**config.mk**
```make
export PLATFORM = sky130hd
export DESIGN_NAME = periodic_timer_slot_table_top
export DESIGN_NICKNAME = d
export VERILOG_FILES = /design/src/design/pts_pkg.sv /design/src/design/periodic_timer_slot_table_top.sv
export SDC_FILE = /design/constraint.sdc
export NUM_CORES = 2
export LEC_CHECK = 0
export BUFFER_PORTS_ARGS = -buffer_cell sky130_fd_sc_hd__buf_2
export CORE_AREA = 2 2 391 393
export CTS_BUF_LIST = sky130_fd_sc_hd__clkbuf_8
export DETAILED_ROUTE_END_ITERATION = 10
export DIE_AREA = 0 0 393 395
export SLEW_MARGIN = 10
export SYNTH_ARGS = -nofsm -noshare
export SYNTH_HDL_FRONTEND = slang
export SYNTH_SLANG_ARGS = --single-unit
```
**constraint.sdc**
```tcl
create_clock -name clk_i -period 14.3 [get_ports clk_i]
set_input_delay 0.715 -clock clk_i [delete_from_list [all_inputs] [get_ports clk_i]]
set_output_delay 0.715 -clock clk_i [all_outputs]
set_load 0.02 [all_outputs]
```
**src/design/pts_pkg.sv**
```systemverilog
package pts_pkg;

  localparam int SLOTS       = 16;
  localparam int PERIOD_BITS = 32;
  localparam int IDX_W       = (SLOTS > 1) ? $clog2(SLOTS) : 1;
  localparam int CNT_W       = $clog2(SLOTS + 1);

  typedef logic [IDX_W-1:0]       idx_t;
  typedef logic [CNT_W-1:0]       cnt_t;
  typedef logic [PERIOD_BITS-1:0] period_t;

  typedef enum logic [1:0] {
    OP_TICK  = 2'd0,
    OP_START = 2'd1,
    OP_STOP  = 2'd2
  } op_e;

  typedef enum logic [1:0] {
    ST_OK        = 2'd0,
    ST_IGNORED   = 2'd1,
    ST_FULL      = 2'd2,
    ST_NOT_FOUND = 2'd3
  } status_e;

  typedef enum logic {
    KIND_FIRE = 1'b0,
    KIND_DONE = 1'b1
  } kind_e;

  typedef enum logic [2:0] {
    S_IDLE,
    S_TICK,
    S_SEARCH,
    S_SHIFT,
    S_DONE
  } state_e;

endpackage

```
**src/design/periodic_timer_slot_table_top.sv**
```systemverilog
// Periodic timer slot table. A request (start high while busy is low) is a tick, a slot
// start or a slot stop. Every request ends with one done result (kind 1, last 1); a tick
// from core 0 first gives one fire result per expiring slot with a non-zero id, in table
// order. Results come on valid_o for one cycle each and cannot be held off. A tick visits
// one slot per cycle through one shared phase incrementer and compare. A stop walks the
// table with the id compare up to the first match, then the later slots move up one per
// cycle. Start and all other requests go straight to their done result. busy is high from
// the request until its done result shows.
module periodic_timer_slot_table_top (
  input  logic        clk_i,
  input  logic        rst_ni,
  input  logic        start,
  output logic        busy,
  input  logic [1:0]  opcode_i,
  input  logic [7:0]  core_i,
  input  logic [7:0]  handler_id_i,
  input  logic [31:0] interval_i,
  output logic        valid_o,
  output logic        kind_o,
  output logic [7:0]  fired_id_o,
  output logic [1:0]  status_o,
  output logic [63:0] tick_count_o,
  output logic        last_o
);

  pts_pkg::state_e state_q, state_d;

  logic [63:0]          tick_q, tick_d;
  pts_pkg::cnt_t        cnt_q, cnt_d;
  pts_pkg::idx_t        idx_q, idx_d;
  logic [7:0]           id_q, id_d;
  pts_pkg::status_e     status_q, status_d;

  logic                 valid_q, valid_d;
  pts_pkg::kind_e       kind_q, kind_d;
  logic [7:0]           fired_q, fired_d;
  pts_pkg::status_e     out_status_q, out_status_d;
  logic                 last_q, last_d;

  logic [7:0]           ident_q  [pts_pkg::SLOTS];
  pts_pkg::period_t     period_q [pts_pkg::SLOTS];
  pts_pkg::period_t     phase_q  [pts_pkg::SLOTS];

  logic                 wr_all, wr_ph;
  pts_pkg::idx_t        wr_idx;
  logic [7:0]           wr_ident;
  pts_pkg::period_t     wr_period, wr_phase;

  logic                 accept;
  pts_pkg::period_t     req_period;
  pts_pkg::idx_t        idx_nx;
  pts_pkg::period_t     ph_inc;
  logic                 ph_wrap, id_hit, idx_last, shift_last;

  assign busy       = (state_q != pts_pkg::S_IDLE);
  assign accept     = start && !busy;
  assign req_period = pts_pkg::period_t'(interval_i);
  assign idx_nx     = pts_pkg::idx_t'(idx_q + 1'b1);

  // shared unit: phase step and compare, id compare, position checks
  assign ph_inc     = phase_q[idx_q] + 1'b1;
  assign ph_wrap    = (ph_inc >= period_q[idx_q]);
  assign id_hit     = (ident_q[idx_q] == id_q);
  assign idx_last   = (pts_pkg::cnt_t'(idx_q) == pts_pkg::cnt_t'(cnt_q - 1'b1));
  assign shift_last = (pts_pkg::cnt_t'(idx_q) == pts_pkg::cnt_t'(cnt_q - 2'd2));

  always_comb begin
    state_d = state_q;
    unique case (state_q)
      pts_pkg::S_IDLE: begin
        if (accept) begin
          state_d = pts_pkg::S_DONE;
          if (opcode_i == pts_pkg::OP_TICK && core_i == 8'd0 && cnt_q != '0) begin
            state_d = pts_pkg::S_TICK;
          end else if (opcode_i == pts_pkg::OP_STOP && cnt_q != '0) begin
            state_d = pts_pkg::S_SEARCH;
          end
        end
      end
      pts_pkg::S_TICK: begin
        if (idx_last) state_d = pts_pkg::S_DONE;
      end
      pts_pkg::S_SEARCH: begin
        if (id_hit) begin
          state_d = idx_last ? pts_pkg::S_DONE : pts_pkg::S_SHIFT;
        end else if (idx_last) begin
          state_d = pts_pkg::S_DONE;
        end
      end
      pts_pkg::S_SHIFT: begin
        if (shift_last) state_d = pts_pkg::S_DONE;
      end
      pts_pkg::S_DONE: state_d = pts_pkg::S_IDLE;
      default:         state_d = pts_pkg::S_IDLE;
    endcase
  end

  always_comb begin
    tick_d       = tick_q;
    cnt_d        = cnt_q;
    idx_d        = idx_q;
    id_d         = id_q;
    status_d     = status_q;
    valid_d      = 1'b0;
    kind_d       = pts_pkg::KIND_DONE;
    fired_d      = 8'd0;
    out_status_d = pts_pkg::ST_OK;
    last_d       = 1'b0;
    wr_all       = 1'b0;
    wr_ph        = 1'b0;
    wr_idx       = idx_q;
    wr_ident     = ident_q[idx_nx];
    wr_period    = period_q[idx_nx];
    wr_phase     = phase_q[idx_nx];
    unique case (state_q)
      pts_pkg::S_IDLE: begin
        if (accept) begin
          idx_d    = '0;
          id_d     = handler_id_i;
          status_d = pts_pkg::ST_IGNORED;
          unique case (opcode_i)
            pts_pkg::OP_TICK: begin
              if (core_i == 8'd0) begin
                tick_d   = tick_q + 64'd1;
                status_d = pts_pkg::ST_OK;
              end
            end
            pts_pkg::OP_START: begin
              if (req_period == '0) begin
                status_d = pts_pkg::ST_IGNORED;
              end else if (cnt_q >= pts_pkg::cnt_t'(pts_pkg::SLOTS)) begin
                status_d = pts_pkg::ST_FULL;
              end else begin
                wr_all    = 1'b1;
                wr_idx    = pts_pkg::idx_t'(cnt_q);
                wr_ident  = handler_id_i;
                wr_period = req_period;
                wr_phase  = '0;
                cnt_d     = pts_pkg::cnt_t'(cnt_q + 1'b1);
                status_d  = pts_pkg::ST_OK;
              end
            end
            pts_pkg::OP_STOP: status_d = pts_pkg::ST_NOT_FOUND;
            default:          status_d = pts_pkg::ST_IGNORED;
          endcase
        end
      end
      pts_pkg::S_TICK: begin
        wr_ph    = 1'b1;
        wr_phase = ph_wrap ? '0 : ph_inc;
        if (ph_wrap && ident_q[idx_q] != 8'd0) begin
          valid_d = 1'b1;
          kind_d  = pts_pkg::KIND_FIRE;
          fired_d = ident_q[idx_q];
        end
        idx_d = idx_nx;
      end
      pts_pkg::S_SEARCH: begin
        if (id_hit) begin
          status_d = pts_pkg::ST_OK;
          if (idx_last) cnt_d = pts_pkg::cnt_t'(cnt_q - 1'b1);
        end else if (!idx_last) begin
          idx_d = idx_nx;
        end
      end
      pts_pkg::S_SHIFT: begin
        // move the next slot up into this place
        wr_all = 1'b1;
        idx_d  = idx_nx;
        if (shift_last) cnt_d = pts_pkg::cnt_t'(cnt_q - 1'b1);
      end
      pts_pkg::S_DONE: begin
        valid_d      = 1'b1;
        kind_d       = pts_pkg::KIND_DONE;
        out_status_d = status_q;
        last_d       = 1'b1;
      end
      default: ;
    endcase
  end

  always_ff @(posedge clk_i or negedge rst_ni) begin
    if (!rst_ni) begin
      state_q  <= pts_pkg::S_IDLE;
      tick_q   <= 64'd0;
      cnt_q    <= '0;
      idx_q    <= '0;
      status_q <= pts_pkg::ST_OK;
      valid_q  <= 1'b0;
    end else begin
      state_q  <= state_d;
      tick_q   <= tick_d;
      cnt_q    <= cnt_d;
      idx_q    <= idx_d;
      status_q <= status_d;
      valid_q  <= valid_d;
    end
  end

  always_ff @(posedge clk_i) begin
    id_q         <= id_d;
    kind_q       <= kind_d;
    fired_q      <= fired_d;
    out_status_q <= out_status_d;
    last_q       <= last_d;
    if (wr_all) begin
      ident_q[wr_idx]  <= wr_ident;
      period_q[wr_idx] <= wr_period;
    end
    if (wr_all || wr_ph) begin
      phase_q[wr_idx] <= wr_phase;
    end
  end

  assign valid_o      = valid_q;
  assign kind_o       = kind_q;
  assign fired_id_o   = fired_q;
  assign status_o     = out_status_q;
  assign tick_count_o = tick_q;
  assign last_o       = last_q;

  a_done_ends_busy: assert property (@(posedge clk_i) disable iff (!rst_ni)
    $fell(busy) |-> valid_o && last_o && kind_o)
    else $error("busy dropped without a done result");

  a_fire_has_id: assert property (@(posedge clk_i) disable iff (!rst_ni)
    valid_o && !kind_o |-> fired_id_o != 8'd0 && !last_o)
    else $error("fire result with zero id or last set");

  a_count_bound: assert property (@(posedge clk_i) disable iff (!rst_ni)
    cnt_q <= pts_pkg::cnt_t'(pts_pkg::SLOTS))
    else $error("slot count past table size");

  a_accept_busy: assert property (@(posedge clk_i) disable iff (!rst_ni)
    accept |=> busy)
    else $error("request accepted without going busy");

endmodule
```
# Word-level counts from Yosys, hierarchy flattened
# Memory sizes are Yosys's and may differ from the RTL's.
# Cells that the tools add are included.
# totals
mem_bits_rw,1152
register_bits,99
inputBits,53
word_cells,127
mem_count,3
# op_classes
mux,62
n_reduce_logical,25
n_lt_le_gt_ge,2
addsub,6
eq_ne,18
# memory_table
memory,words,width,read_ports,rd_clocked_by_memory_dff,write_ports,line,rtl
period_q,16,32,2,0,1,periodic_timer_slot_table_top.sv:41,pts_pkg::period_t period_q [pts_pkg::SLOTS];
phase_q,16,32,2,0,1,periodic_timer_slot_table_top.sv:42,pts_pkg::period_t phase_q [pts_pkg::SLOTS];
ident_q,16,8,2,0,1,periodic_timer_slot_table_top.sv:40,logic [7:0] ident_q [pts_pkg::SLOTS];
# ops
operator,count
2-to-1 mux 32 bit,10
adder 64 x 1 -> 64 bit (second input constant),1
case mux 32 bit (2 select lines),1
2-to-1 mux 8 bit,5
2-to-1 mux 5 bit,7
adder 32 x 1 -> 32 bit (second input constant),1
>= comparator 32 bit,1
logical NOT 32 bit,1
2-to-1 mux 4 bit,8
2-to-1 mux 3 bit,7
inequality test 2 bit (second input constant),9
case mux 5 bit (3 select lines),1
2-to-1 mux 1 bit,13
case mux 3 bit (4 select lines),1
case mux 4 bit (3 select lines),1
equality test 4 x 5 -> 1 bit,2
nonzero test 3 bit,3
equality test 8 bit,1
logical NOT 8 bit,1
2-to-1 mux 2 bit,4
AND reduction 4 bit,2
AND reduction 8 bit,1
nonzero test 8 bit,1
equality test 3 x 2 -> 1 bit (second input constant),2
22 further kinds,29

# Logic depth before layout (Yosys ltp)
# depth
depth_word,9
depth_mapped,23

# Worst setup path after synthesis
# OpenSTA, ideal clock, no wires.
# synth_timing
kind,reg2reg
startpoint,reg idx_q[0]
endpoint,"mem phase_q[0][0] (netlist name), data pin"
t_arrival_ns,5.378
path_slack_ns,8.708
setup_ns,0.215
synth_period_minus_slack_ns,5.592
stages_incl_launch_ff,23
path_cell_list,dfrtp_1 buf_6 buf_12 buf_12 buf_12 buf_6 buf_6 buf_6 clkbuf_1 buf_2 mux4_2 mux4_2 inv_1 ha_1 a21o_1 a21o_1 a211o_1 a21oi_1 o21ai_0 a211oi_1 nor3b_1 clkbuf_1 a32o_1
# synth_between
elab_chain_cells,7
word_cells_on_any_way,11
# synth_rtl
item,line,rtl
start: declaration,periodic_timer_slot_table_top.sv:30,"pts_pkg::idx_t idx_q, idx_d;"
start signal: assignment,periodic_timer_slot_table_top.sv:194,idx_q <= idx_d;
branches (longest 6 deep; another with memory (16 x 32 bit)),n/a,
case mux 32 bit (2 select lines) (*),periodic_timer_slot_table_top.sv:115,unique case (state_q)
net wr_phase[0],periodic_timer_slot_table_top.sv:47,"pts_pkg::period_t wr_period, wr_phase;"
end: declaration,periodic_timer_slot_table_top.sv:42,
# Mark *: on every way through the listed nets, which the timed path passes.

# Final worst setup path
# layout_timing
startpoint,reg idx_q[0]
endpoint,"mem phase_q[5][1] (netlist name), data pin"
# Same word-level chain as after synthesis.

==> flow_metrics.py <==
metrics = {
    "sta": {
        "tightest_slew_ns": 1.16,
        "maxSlewViolCount": 0,
        "clock_skew_ns": 0.0688,
        "fmax_mhz": 136,
        "relSlewSlack": 0.224,
        "holdWs_ns": 0.173,
        "setup_tns_ns": 0,
        "period_share": 0.515,
        "finalHoldViolations": 0,
        "grt_setup_unrepaired": "false",
        "period_minus_slack_ns": 7.37,
        "setup_violations": 0,
    },
    "synth": {
        "synth.distinct_cells": 73,
        "seq_area_frac_synth": 0.618,
        "ys_warn_count": 0,
        "synth_cells": 3048,
        "ys.flop_type": "edfxtp_1",
        "syn-cell-area_um2": 60000,
        "synth_edf_count": 1160,
        "syn_avg_cell_area_um2": 19.7,
        "synthArstFlopShare": 0.0631,
        "synth_fp_nets": 3141,
        "ys_ff_latch": 1251,
    },
    "die": {
        "row_count": 143,
        "dieArea_um2": 155000,
        "coreArea_um2": 151000,
        "io_pins": 131,
        "start_util": 0.397,
        "fp.dieH_um": 395,
        "die_w_um": 393,
    },
    "drt": {
        "route.vias.total": 32625,
        "drtIter0Drc": 3423,
        "route.antenna.remaining_nets": 0,
        "wirelength_mm": 160,
        "avgViaCountPerCell": 5.96,
        "first_pass_iters": 5,
        "drc_errors": 0,
        "route.met3.wl_mm": 11.8,
        "m1WireLength_mm": 65.4,
        "dr_wl_met2_mm": 78.9,
        "dr.max_layer_used": "met4",
        "wl_per_cell_um": 29.3,
    },
    "clock_tree": {
        "cts_resized": 0,
        "cts.sinks": 1251,
        "cts_made_buffers": 208,
        "cts_tree": "yes",
        "clock_latency_ns": 0.95,
        "ctsLongestPathBuffers": 3,
        "cts_root_buf": "clkbuf_8",
        "clkSlewWorstSetupHoldPaths_ns": 0.07,
        "htree_levels": 4,
    },
    "placement": {
        "place.gp.congestion": 0.826,
        "dp_hpwl_mm": 89.0,
        "portBuffers": 130,
    },
    "global_routing": {
        "grt_pass1_vias": 33903,
        "antenna_found_initial": 6,
        "grt_pass1_wl_mm": 235,
        "overflow": 0,
        "grt_util_all_layers": 0.208,
        "grt_max_degree": 113,
    },
    "job": {
        "max_cap_viol_count": 0,
    },
    "power": {
        "p_sw_frac": 0.212,
        "p_per_area_nw_per_um2": 103,
        "pwr-share-clk": 0.425,
        "p_int_uw": 5430,
        "p_sw_uw": 1460,
        "p_leak_uw": 0.0175,
        "combinationalPowerShare": 0.003,
        "ir_drop_uv": 92.6,
        "pwr-share-seq": 0.572,
    },
    "hold_path": {
        "min_path_type": "input port to async pin",
    },
    "critical_path": {
        "crit_arrival_ns": 7.98,
        "required_ns": 14.91,
        "critical_path_class": "register to register",
        "cp_max_fo": 111,
        "start_kind": "register",
        "endpoint_kind": "register",
    },
    "outcome": {
        "status": "completed",
    },
    "layout": {
        "nets": 3359,
        "areaGrowthSynthToFinish_pct": 11.6,
        "layout_commonest_cell": "edfxtp_1",
        "final_cell_mix": "edfxtp_1 (1160), mux4_2 (680), clkbuf_8 (218), nand2_1 (134)",
        "fill_cells": 12861,
        "drive_gt1_frac": 0.364,
    },
}
-- kinds of logic (layout without fill, tap and decap cells) --
logic type               Yosys count  after routing  share of synthesized area
multiplexers                     826            826                      0.284
other                              0              4                          0
buffers and inverters            258            648                     0.0218
AO/OA/AOI/OAI                    145            145                     0.0185
adder cells (fa/ha/maj)           40             40                    0.00835
XOR/XNOR                         110            110                     0.0161
flip-flops                      1251           1251                      0.618
AND/OR/NAND/NOR                  418            418                     0.0340
-- synthesized netlist by cell type (all sizes together), types with 12 or more instances --
| master | count | area (um2) |
|---|---|---|
| xnor2 | 70 | 613 |
| dfrtp | 79 | 1980 |
| buf | 121 | 783 |
| nor3 | 22 | 120 |
| clkbuf | 77 | 289 |
| a32o | 34 | 340 |
| mux2 | 51 | 574 |
| xor2 | 40 | 350 |
| nor2 | 94 | 353 |
| inv | 57 | 214 |
| mux2i | 85 | 851 |
| nor2b | 14 | 87.6 |
| nand3 | 45 | 225 |
| a21o | 13 | 97.6 |
| nor4 | 13 | 81.3 |
| ha | 40 | 500 |
| edfxtp | 1160 | 34800 |
| nand2 | 134 | 503 |
| and3 | 19 | 119 |
| a21oi | 28 | 140 |
| mux4 | 690 | 15600 |
| dfxtp | 12 | 240 |
| nand4 | 27 | 175 |
| o21ai | 18 | 90.1 |
-- critical path, cell delays in order (launching register included) --
cell and delay [ns]:
dfrtp_4 0.93, buf_12 0.61, mux4_1 0.39, mux4_2 0.31, ha_1 0.21, nand3_1 0.25
a211oi_4 0.58, or3b_1 0.47, nor2_1 0.16, xor2_1 0.41, ha_1 0.34, a21o_1 0.18
a21o_1 0.19, a21oi_1 0.16, o221ai_1 0.13, a211oi_1 0.23, nor3b_2 0.20, buf_4 0.56
a32o_1 0.58
-- state kept, by name, summed over array words and instances (netlist names), 2 cells and up --
name	flops
status_o	2
cnt_q	5
ident_q	128
fired_id_o	8
status_q	2
phase_q	512
period_q	512
state_q	3
idx_q	4
id_q	8
tick_count_o	64
-- cell type report --
type | count | area [um2] | area share
Multi-Input combinational cell | 1539 | 21900 | 0.327
Clock inverter | 164 | 816 | 0.0122
Antenna cell | 4 | 10.0 | 0.000150
Clock buffer | 218 | 3000 | 0.0448
Sequential cell | 1251 | 37100 | 0.554
Timing Repair Buffer | 206 | 1330 | 0.0199
Inverter | 60 | 243 | 0.00363
Tap cell | 2030 | 2540 | 0.0380
-- what timing repair did --
action                    CTS  global route
hold endpoints to repair   22             0
hold buffers                9             0
setup buffers               0             0
-- power by group through the flow --
stage	Combinational, uW	Sequential [uW]	Clock, uW
global placement	21.4	4020	0
global route	24.9	3940	3150
CTS	23.6	3940	3000
detailed placement	21.4	4020	0
finish	22.7	3940	2930
floorplan	1.30	4020	0
-- per-stage QoR --
step | power (uW) | util | std cells | worst slack, ns | cell area, um2
3_5_place_dp | 4040 | 0.417 | 5077 | 7.02 | 63000
4_1_cts | 6970 | 0.443 | 5468 | 6.92 | 66900
2_1_floorplan | 4020 | - | 3048 | 8.71 | 60000
3_3_place_gp | 4040 | 0.417 | 5077 | 7.09 | 63000
6_report | 6890 | 0.443 | 5472 | 6.93 | 66900
5_1_grt | 7120 | 0.443 | 5470 | 6.49 | 66900
-- metal layers --
layer / vias to the layer above / GRT usage
met5: - / 0
met4: 0 / 0.0623
met3: 251 / 0.0365
met2: 1411 / 0.340
met1: 17507 / 0.286
li1: 13456 / -
-- path summary, 6_finish.rpt --
path / slack, ns / cells past startpoint / from / endpoint
max reg2reg: 6.93 / 18 / idx_q[0]$_DFFE_PN0P_ / phase_q[5][1]$_DFFE_PP_
max: 6.93 / 18 / idx_q[0]$_DFFE_PN0P_ / phase_q[5][1]$_DFFE_PP_
min: 0.17 / 2 / rst_ni / tick_count_o[49]$_DFFE_PN0P_
max in group asynchronous: 12.83 / 3 / rst_ni / idx_q[2]$_DFFE_PN0P_
min in group clk_i: 0.35 / 7 / core_i[0] / tick_count_o[16]$_DFFE_PN0P_
min reg2reg: 0.46 / 1 / tick_count_o[63]$_DFFE_PN0P_ / tick_count_o[63]$_DFFE_PN0P_
Note: power is estimated with default switching activity, not from simulation.
